--- src/sv/pvhc_pkg.sv ---
// Shared constants, types and helpers for the peak/valley half-cycle extractor.
// No dependencies; every other file of the block but pvhc_in_if uses it by scoped names.
package pvhc_pkg;

	localparam int SampleBitsDefault = 16;
	localparam int CountBits         = 16;
	localparam int FifoDepth         = 4;
	localparam int FifoPtrBits       = $clog2(FifoDepth);
	localparam int FifoCountBits     = $clog2(FifoDepth + 1);

	typedef logic [CountBits-1:0] count_t;

	typedef struct packed {
		logic push_a;
		logic push_b;
	} push_t;

	function automatic count_t sat_inc(input count_t value);
		return (value == '1) ? value : value + count_t'(1);
	endfunction

endpackage

--- src/sv/pvhc_in_if.sv ---
// Sample request channel: valid/ready handshake with one sample per request.
// Depends on nothing; width set by SAMPLE_BITS.
interface pvhc_in_if #(
	parameter int SAMPLE_BITS = 16
);
	logic                          valid;
	logic                          ready;
	logic signed [SAMPLE_BITS-1:0] sample;
	logic                          last_sample;

	modport source (output valid, output sample, output last_sample, input ready);
	modport sink (input valid, input sample, input last_sample, output ready);
endinterface

--- src/sv/pvhc_out_if.sv ---
// Segment result channel: valid/ready handshake with one segment per request.
// Depends on pvhc_pkg for the segment number width.
interface pvhc_out_if #(
	parameter int SAMPLE_BITS = 16
);
	logic                          valid;
	logic                          ready;
	logic [SAMPLE_BITS-1:0]        seg_range;
	logic signed [SAMPLE_BITS:0]   seg_sum;
	logic [pvhc_pkg::CountBits-1:0] seg_number;
	logic                          final_segment;

	modport source (output valid, output seg_range, output seg_sum, output seg_number,
		output final_segment, input ready);
	modport sink (input valid, input seg_range, input seg_sum, input seg_number,
		input final_segment, output ready);
endinterface

--- src/sv/pvhc_seg.sv ---
// Segment tracker: holds record state and builds up to two segment results per sample.
// Depends on pvhc_pkg.
module pvhc_seg #(
	parameter int SAMPLE_BITS = pvhc_pkg::SampleBitsDefault,
	localparam int EntryBits  = 2 * SAMPLE_BITS + 1 + pvhc_pkg::CountBits + 1
) (
	input  logic                          clk,
	input  logic                          arst_n,
	input  logic                          accept,
	input  logic signed [SAMPLE_BITS-1:0] sample,
	input  logic                          last_sample,
	output pvhc_pkg::push_t               push,
	output logic [EntryBits-1:0]          entry_a,
	output logic [EntryBits-1:0]          entry_b
);

	typedef enum logic [1:0] {
		PH_WAIT,
		PH_FIRST,
		PH_RUN
	} phase_t;

	phase_t                        phase_q, phase_n;
	logic signed [SAMPLE_BITS-1:0] prev_q;
	logic signed [SAMPLE_BITS-1:0] start_q, start_n;
	logic                          fall_q, fall_n;
	pvhc_pkg::count_t              count_q, count_c1, count_c2;

	logic signed [SAMPLE_BITS:0]   diff;
	logic                          diff_neg, diff_pos, rev;

	logic signed [SAMPLE_BITS:0]   rev_delta, rev_mag, rev_sum;
	logic signed [SAMPLE_BITS:0]   fin_delta, fin_mag, fin_sum;
	logic [EntryBits-1:0]          rev_entry, fin_entry;

	assign diff     = {sample[SAMPLE_BITS-1], sample} - {prev_q[SAMPLE_BITS-1], prev_q};
	assign diff_neg = diff[SAMPLE_BITS];
	assign diff_pos = !diff[SAMPLE_BITS] && (|diff);

	always_comb begin
		start_n = start_q;
		fall_n  = fall_q;
		phase_n = phase_q;
		rev     = 1'b0;
		case (phase_q)
			PH_WAIT: begin
				start_n = sample;
				phase_n = PH_FIRST;
			end
			PH_FIRST: begin
				fall_n  = diff_neg;
				phase_n = PH_RUN;
			end
			default: begin
				if (fall_q ? diff_pos : diff_neg) begin
					rev     = 1'b1;
					start_n = prev_q;
					fall_n  = !fall_q;
				end
			end
		endcase
	end

	assign count_c1 = pvhc_pkg::sat_inc(count_q);
	assign count_c2 = pvhc_pkg::sat_inc(count_c1);

	assign rev_delta = {prev_q[SAMPLE_BITS-1], prev_q} - {start_q[SAMPLE_BITS-1], start_q};
	assign rev_mag   = rev_delta[SAMPLE_BITS] ? -rev_delta : rev_delta;
	assign rev_sum   = {prev_q[SAMPLE_BITS-1], prev_q} + {start_q[SAMPLE_BITS-1], start_q};
	assign rev_entry = {rev_mag[SAMPLE_BITS-1:0], rev_sum, count_c1, 1'b0};

	assign fin_delta = {sample[SAMPLE_BITS-1], sample} - {start_n[SAMPLE_BITS-1], start_n};
	assign fin_mag   = fin_delta[SAMPLE_BITS] ? -fin_delta : fin_delta;
	assign fin_sum   = {sample[SAMPLE_BITS-1], sample} + {start_n[SAMPLE_BITS-1], start_n};
	assign fin_entry = {fin_mag[SAMPLE_BITS-1:0], fin_sum, (rev ? count_c2 : count_c1), 1'b1};

	assign push.push_a = accept && (rev || last_sample);
	assign push.push_b = accept && rev && last_sample;
	assign entry_a     = rev ? rev_entry : fin_entry;
	assign entry_b     = fin_entry;

	always_ff @(posedge clk or negedge arst_n) begin
		if (!arst_n) begin
			phase_q <= PH_WAIT;
			prev_q  <= '0;
			start_q <= '0;
			fall_q  <= 1'b0;
			count_q <= '0;
		end else if (accept) begin
			if (last_sample) begin
				phase_q <= PH_WAIT;
				prev_q  <= '0;
				start_q <= '0;
				fall_q  <= 1'b0;
				count_q <= '0;
			end else begin
				phase_q <= phase_n;
				prev_q  <= sample;
				start_q <= start_n;
				fall_q  <= fall_n;
				if (rev) begin
					count_q <= count_c1;
				end
			end
		end
	end

endmodule

--- src/sv/pvhc_fifo.sv ---
// Result queue: takes zero, one or two entries per cycle, hands out one per request.
// Depends on pvhc_pkg for depth and the push control group.
module pvhc_fifo #(
	parameter int WIDTH = 1
) (
	input  logic             clk,
	input  logic             arst_n,
	input  pvhc_pkg::push_t  push,
	input  logic [WIDTH-1:0] wdata_a,
	input  logic [WIDTH-1:0] wdata_b,
	output logic             space,
	output logic             rvalid,
	input  logic             rready,
	output logic [WIDTH-1:0] rdata
);

	localparam int PB = pvhc_pkg::FifoPtrBits;
	localparam int CB = pvhc_pkg::FifoCountBits;

	logic [WIDTH-1:0] mem_q [pvhc_pkg::FifoDepth];
	logic [PB-1:0]    wptr_q, rptr_q;
	logic [CB-1:0]    count_q;
	logic             pop;
	logic [CB-1:0]    n_push;

	assign rvalid = (count_q != '0);
	assign pop    = rvalid && rready;
	assign space  = (count_q <= CB'(pvhc_pkg::FifoDepth - 2));
	assign rdata  = mem_q[rptr_q];
	assign n_push = CB'(push.push_a) + CB'(push.push_b);

	always_ff @(posedge clk) begin
		if (push.push_a) begin
			mem_q[wptr_q] <= wdata_a;
		end
		if (push.push_b) begin
			mem_q[wptr_q + PB'(1)] <= wdata_b;
		end
	end

	always_ff @(posedge clk or negedge arst_n) begin
		if (!arst_n) begin
			wptr_q  <= '0;
			rptr_q  <= '0;
			count_q <= '0;
		end else begin
			wptr_q  <= wptr_q + PB'(n_push);
			if (pop) begin
				rptr_q <= rptr_q + PB'(1);
			end
			count_q <= count_q + n_push - CB'(pop);
		end
	end

endmodule

--- src/sv/peak_valley_half_cycle_extractor_core.sv ---
// Peak/valley half-cycle extractor top level: segment tracker plus result queue.
// A segment result is written into the result queue as its closing sample request is accepted.
// Throughput: one sample request per cycle while ready; a closing turn costs two result slots.
// Input ready drops while the four-entry result queue has fewer than two free slots.
// Reset: arst_n clears record state and the queue; the next sample starts a new record.
// Depends on pvhc_pkg, pvhc_in_if, pvhc_out_if, pvhc_seg and pvhc_fifo.
module peak_valley_half_cycle_extractor_core #(
	parameter int SAMPLE_BITS = pvhc_pkg::SampleBitsDefault
) (
	input  logic        clk,
	input  logic        arst_n,
	pvhc_in_if.sink     samples,
	pvhc_out_if.source  segments
);

	localparam int EntryBits = 2 * SAMPLE_BITS + 1 + pvhc_pkg::CountBits + 1;

	pvhc_pkg::push_t      push;
	logic [EntryBits-1:0] entry_a, entry_b, head;
	logic                 space, accept;

	assign samples.ready = space;
	assign accept        = samples.valid && space;

	pvhc_seg #(
		.SAMPLE_BITS (SAMPLE_BITS)
	) u_seg (
		.clk         (clk),
		.arst_n      (arst_n),
		.accept      (accept),
		.sample      (samples.sample),
		.last_sample (samples.last_sample),
		.push        (push),
		.entry_a     (entry_a),
		.entry_b     (entry_b)
	);

	pvhc_fifo #(
		.WIDTH (EntryBits)
	) u_fifo (
		.clk     (clk),
		.arst_n  (arst_n),
		.push    (push),
		.wdata_a (entry_a),
		.wdata_b (entry_b),
		.space   (space),
		.rvalid  (segments.valid),
		.rready  (segments.ready),
		.rdata   (head)
	);

	assign {segments.seg_range, segments.seg_sum, segments.seg_number,
		segments.final_segment} = head;

endmodule

--- src/flat_wrapper.sv ---
// flat-port wrapper written by rule: the top's interface ports become plain ports
module peak_valley_half_cycle_extractor_core_flat 
#(
	parameter int SAMPLE_BITS = pvhc_pkg::SampleBitsDefault
)
  (clk, arst_n, samples_valid, samples_sample, samples_last_sample, samples_ready, segments_valid, segments_seg_range, segments_seg_sum, segments_seg_number, segments_final_segment, segments_ready);
  pvhc_in_if #(.SAMPLE_BITS(SAMPLE_BITS)) samples_i ();
  pvhc_out_if #(.SAMPLE_BITS(SAMPLE_BITS)) segments_i ();
  input  logic clk;
  input  logic arst_n;
  input wire logic [$bits(samples_i.valid)-1:0] samples_valid;
  input wire logic [$bits(samples_i.sample)-1:0] samples_sample;
  input wire logic [$bits(samples_i.last_sample)-1:0] samples_last_sample;
  output wire logic [$bits(samples_i.ready)-1:0] samples_ready;
  output wire logic [$bits(segments_i.valid)-1:0] segments_valid;
  output wire logic [$bits(segments_i.seg_range)-1:0] segments_seg_range;
  output wire logic [$bits(segments_i.seg_sum)-1:0] segments_seg_sum;
  output wire logic [$bits(segments_i.seg_number)-1:0] segments_seg_number;
  output wire logic [$bits(segments_i.final_segment)-1:0] segments_final_segment;
  input wire logic [$bits(segments_i.ready)-1:0] segments_ready;
  assign samples_i.valid = samples_valid;
  assign samples_i.sample = samples_sample;
  assign samples_i.last_sample = samples_last_sample;
  assign samples_ready = samples_i.ready;
  assign segments_valid = segments_i.valid;
  assign segments_seg_range = segments_i.seg_range;
  assign segments_seg_sum = segments_i.seg_sum;
  assign segments_seg_number = segments_i.seg_number;
  assign segments_final_segment = segments_i.final_segment;
  assign segments_i.ready = segments_ready;
  peak_valley_half_cycle_extractor_core #(.SAMPLE_BITS(SAMPLE_BITS)) u_core (.clk(clk), .arst_n(arst_n), .samples(samples_i), .segments(segments_i));
endmodule
--- config.mk ---
export PLATFORM = sky130hd
export DESIGN_NAME = peak_valley_half_cycle_extractor_core_flat
export DESIGN_NICKNAME = d
export VERILOG_FILES = /design/src/sv/pvhc_pkg.sv /design/src/sv/pvhc_in_if.sv /design/src/sv/pvhc_out_if.sv /design/src/sv/pvhc_seg.sv /design/src/sv/pvhc_fifo.sv /design/src/sv/peak_valley_half_cycle_extractor_core.sv /design/src/flat_wrapper.sv
export SDC_FILE = /design/constraint.sdc
export NUM_CORES = 1
export LEC_CHECK = 0
export BUFFER_PORTS_ARGS = -buffer_cell sky130_fd_sc_hd__buf_2
export CORE_MARGIN = 2
export CORE_UTILIZATION = 61
export DETAILED_ROUTE_END_ITERATION = 10
export PLACE_DENSITY = 0.87
export SYNTH_ARGS = -nofsm -noshare
export SYNTH_HDL_FRONTEND = slang
export SYNTH_HIERARCHICAL = 1
export SYNTH_SLANG_ARGS = --single-unit
--- constraint.sdc ---
create_clock -name clk -period 9.6 [get_ports clk]
set_input_delay 1.92 -clock clk [delete_from_list [all_inputs] [get_ports clk]]
set_output_delay 1.92 -clock clk [all_outputs]
set_load 0.02 [all_outputs]
==> flow_summary.toml <==
[clock_tree]
clk_pin_slew_ns = 0.06
cts_sinks = 258
clock_latency_ns = 0.54
cts_setup_buffers = 0
htreeDepth = 1
cts_resized = 0
cts_hold_repair.buffers = 0
root_buffer = "clkbuf_16"
cts_tree = "done"
cts_buffers = 26
clockBufferDepth = 3

[timing]
period_share_pct = 90.85
setup_viol = 0
slew_headroom_pct = 21.39
rsz0062_at_grt = "false"
setup_slack_ns = 0.8783
max_clock_freq_ghz = 0.1147
period_minus_slack_ns = 8.722
worstMarginPinSlew_ns = 1.176
hold_viol = 0
skew_ns = 0.009673
fin_setup_tns_ns = 0
final_max_slew_viol_count = 0

[yosys]
synthXorXnorAreaFrac_pct = 4.606
yosysWarningCount = 6
yosysMostFrequentCell = "mux2_2"
syn_area_um2 = 18830
yosysTopAreaCell = "edfxtp_1"
synthFlopType = "edfxtp_1"
synth_top_family_by_area = "multiplexers"
synth.mux.area_fraction_pct = 19.67
ys_top_cells_by_count = "215 x mux2_2, 200 x edfxtp_1, 112 x nor2_1"
synth_compound_area_share_pct = 13.66
synth-async-reset-ratio_pct = 22.48
synthTopCellsByArea = "edfxtp_1 32%, mux2_2 13%, dfrtp_1 7.7%"
synth_edf_count = 200
synth_cells = 1701
ys_types = 93
ys_seq_area_share_pct = 39.61
synth_fa_ha_area_share_pct = 6.619
synth-simple-area-share_pct = 11.41
synth_top_area_share_pct = 31.90
synth_seq_cells = 258
syn_area_per_cell_um2 = 11.07
syn_nets = 1818

[global_routing]
grt_pass1_wl_um = 78620
overflow = 0
track_usage_pct = 30.46
grt_pass1_vias = 14140
grt_max_degree = 59
antenna_found_initial = 0

[routing]
route.layer.met1.wl_um = 21270
top_layer_used = "met4"
drt_iter0_drc = 1736
drc = 0
ant_nets = 0
met3_length_um = 4652
wl_per_cell_um = 23.80
num_vias = 14680
route.met2.wl_um = 23730
dr.pass1.iters = 6
vias_per_cell = 6.855
wirelength_um = 50980

[finish]
area_growth_pct = 7.809
drive_above_1_share_pct = 26.23
n_antenna_cell = 0
nets = 1844

[hold_path]
hold_path_depth = 1
hold_start = "u_core/u_fifo/count_q[2]$_DFF_PN0_"
hold_path_end = "u_core/u_fifo/count_q[2]$_DFF_PN0_"
hold_path_class = "reg -> reg"

[floorplanning]
io_pins = 73
coreArea_um2 = 30510
rows = 64
die_x_um = 179.7
initial_core_util_pct = 61.71
die_area_um2 = 32280
die_y_um = 179.7

[critical_path]
startpoint_type = "input pin"
r2r_end = "u_core/u_fifo/mem_q[0][49]$_DFFE_PP_"
reg2reg_from = "u_core/u_seg/prev_q[8]$_DFFE_PN0P_"
reg2reg_slack_ns = 1.99
worst-endpoint-arrival_ns = 9.00
r2r_cells = 26
critical_path.max_fanout = 19
path_class = "in -> reg"
critPathCaptureType = "flip-flop"
critPathRequiredTime_ns = 9.88

[placed_design]
preCtsSetupSlack_ns = 0.4536
port_buffers = 72
hpwlAfterDp_um = 35530
place_congestion = 0.9156

[run_status]
status = "completed"

[run]
maxCapViolations = 0
## logic make-up (layout without fill, tap and decap cells)
kind of cell,Yosys count,after routing
other cells,1,1
simple gates,404,404
mux,280,280
compound gates,365,365
buf+inv,198,243
xor+xnor,99,99
fa+ha+maj,96,96
flops,258,258
## per-stage QoR
step                      instances  util, %  area [um^2]  hold slack [ns]
final                          2142    66.53        20300           0.5549
after detailed placement       2095    63.87        19490           0.5449
after CTS                      2142    66.53        20300           0.5525
after global routing           2142    66.53        20300           0.5667
after floorplan                1701        -        18830           0.4731
after global placement         2095    63.87        19490           0.5256
## registers in the layout, indices dropped and copies added, names as in the netlist
signal                 flops
u_core/u_fifo/mem_q      200
u_core/u_seg/count_q      16
u_core/u_seg/prev_q       16
u_core/u_seg/start_q      16
u_core/u_fifo/count_q      3
u_core/u_fifo/rptr_q       2
u_core/u_fifo/wptr_q       2
u_core/u_seg/phase_q       2
u_core/u_seg/fall_q        1
## worst max-delay path, stage by stage
cell and delay [ns]:
buf_2 0.09, inv_1 0.08, ha_1 0.24, fa_1 0.39
nand2b_1 0.18, a211o_1 0.32, a211oi_2 0.27, a41o_1 0.26
mux2i_1 0.20, o2111a_1 0.23, nand4_1 0.50, buf_4 0.42
a41o_1 0.28, nor2_1 0.11, ha_1 0.30, buf_4 0.19
nor3_2 0.28, nand2_1 0.17, a211o_1 0.36, a21o_1 0.19
a311oi_1 0.45, buf_4 0.22, nand3_1 0.13, o31a_1 0.28
o21ai_1 0.17, xor2_1 0.15, mux2_2 0.32, mux2_2 0.28
## worst max path at each step
stage | from | end | slack, ns | cells after the start
final | samples_sample[0] | u_core/u_fifo/mem_q[0][49]$_DFFE_PP_ | 0.88 | 28
after floorplan | samples_sample[0] | u_core/u_fifo/mem_q[2][0]$_DFFE_PP_ | 0.53 | 18
after detailed placement | samples_sample[0] | u_core/u_fifo/mem_q[0][49]$_DFFE_PP_ | 0.45 | 28
after CTS | samples_sample[0] | u_core/u_fifo/mem_q[0][49]$_DFFE_PP_ | 0.99 | 28
after global routing | samples_sample[0] | u_core/u_fifo/mem_q[1][45]$_DFFE_PP_ | 0.38 | 26
after global placement | samples_sample[0] | u_core/u_fifo/mem_q[0][49]$_DFFE_PP_ | 0.56 | 28
## cell type report
type | instances | area (um^2)
fill | 2136 | 10210
clock buffer | 39 | 740.7
sequential | 258 | 7462
multi-input combinational | 1245 | 10590
inverter | 97 | 364.1
timing repair buffer | 99 | 575.6
tap | 396 | 495.5
clock inverter | 8 | 68.82
## layout by cell type, fill, tap and decap left out, types with 11 or more instances in the layout
cell type,instances
mux4_2,50
buf_2,72
inv_1,92
nand4_1,12
a31oi_1,17
dfrtp_1,56
nor2_1,110
o32ai_1,16
a22o_1,16
nor3_1,35
buf_4,26
a211oi_1,37
nor2b_1,26
nand2_1,63
or3_1,15
or2_2,19
a21oi_1,70
o21bai_1,11
ha_1,90
and3_1,13
a41o_1,17
mux2_2,215
clkbuf_16,27
edfxtp_1,200
nand3_1,33
xnor2_1,75
nand2b_1,18
o21ai_0,65
xor2_1,24
## metal layers
| metal | vias up | GRT usage (%) |
|---|---|---|
| li1 | 6507 | - |
| met1 | 7182 | 43.64 |
| met2 | 880 | 48.84 |
| met3 | 114 | 3.829 |
| met4 | 0 | 9.236 |
| met5 | - | 0 |
Power is not shown: default switching activity piles up to over one toggle a cycle in this logic, so the estimate is an artifact.
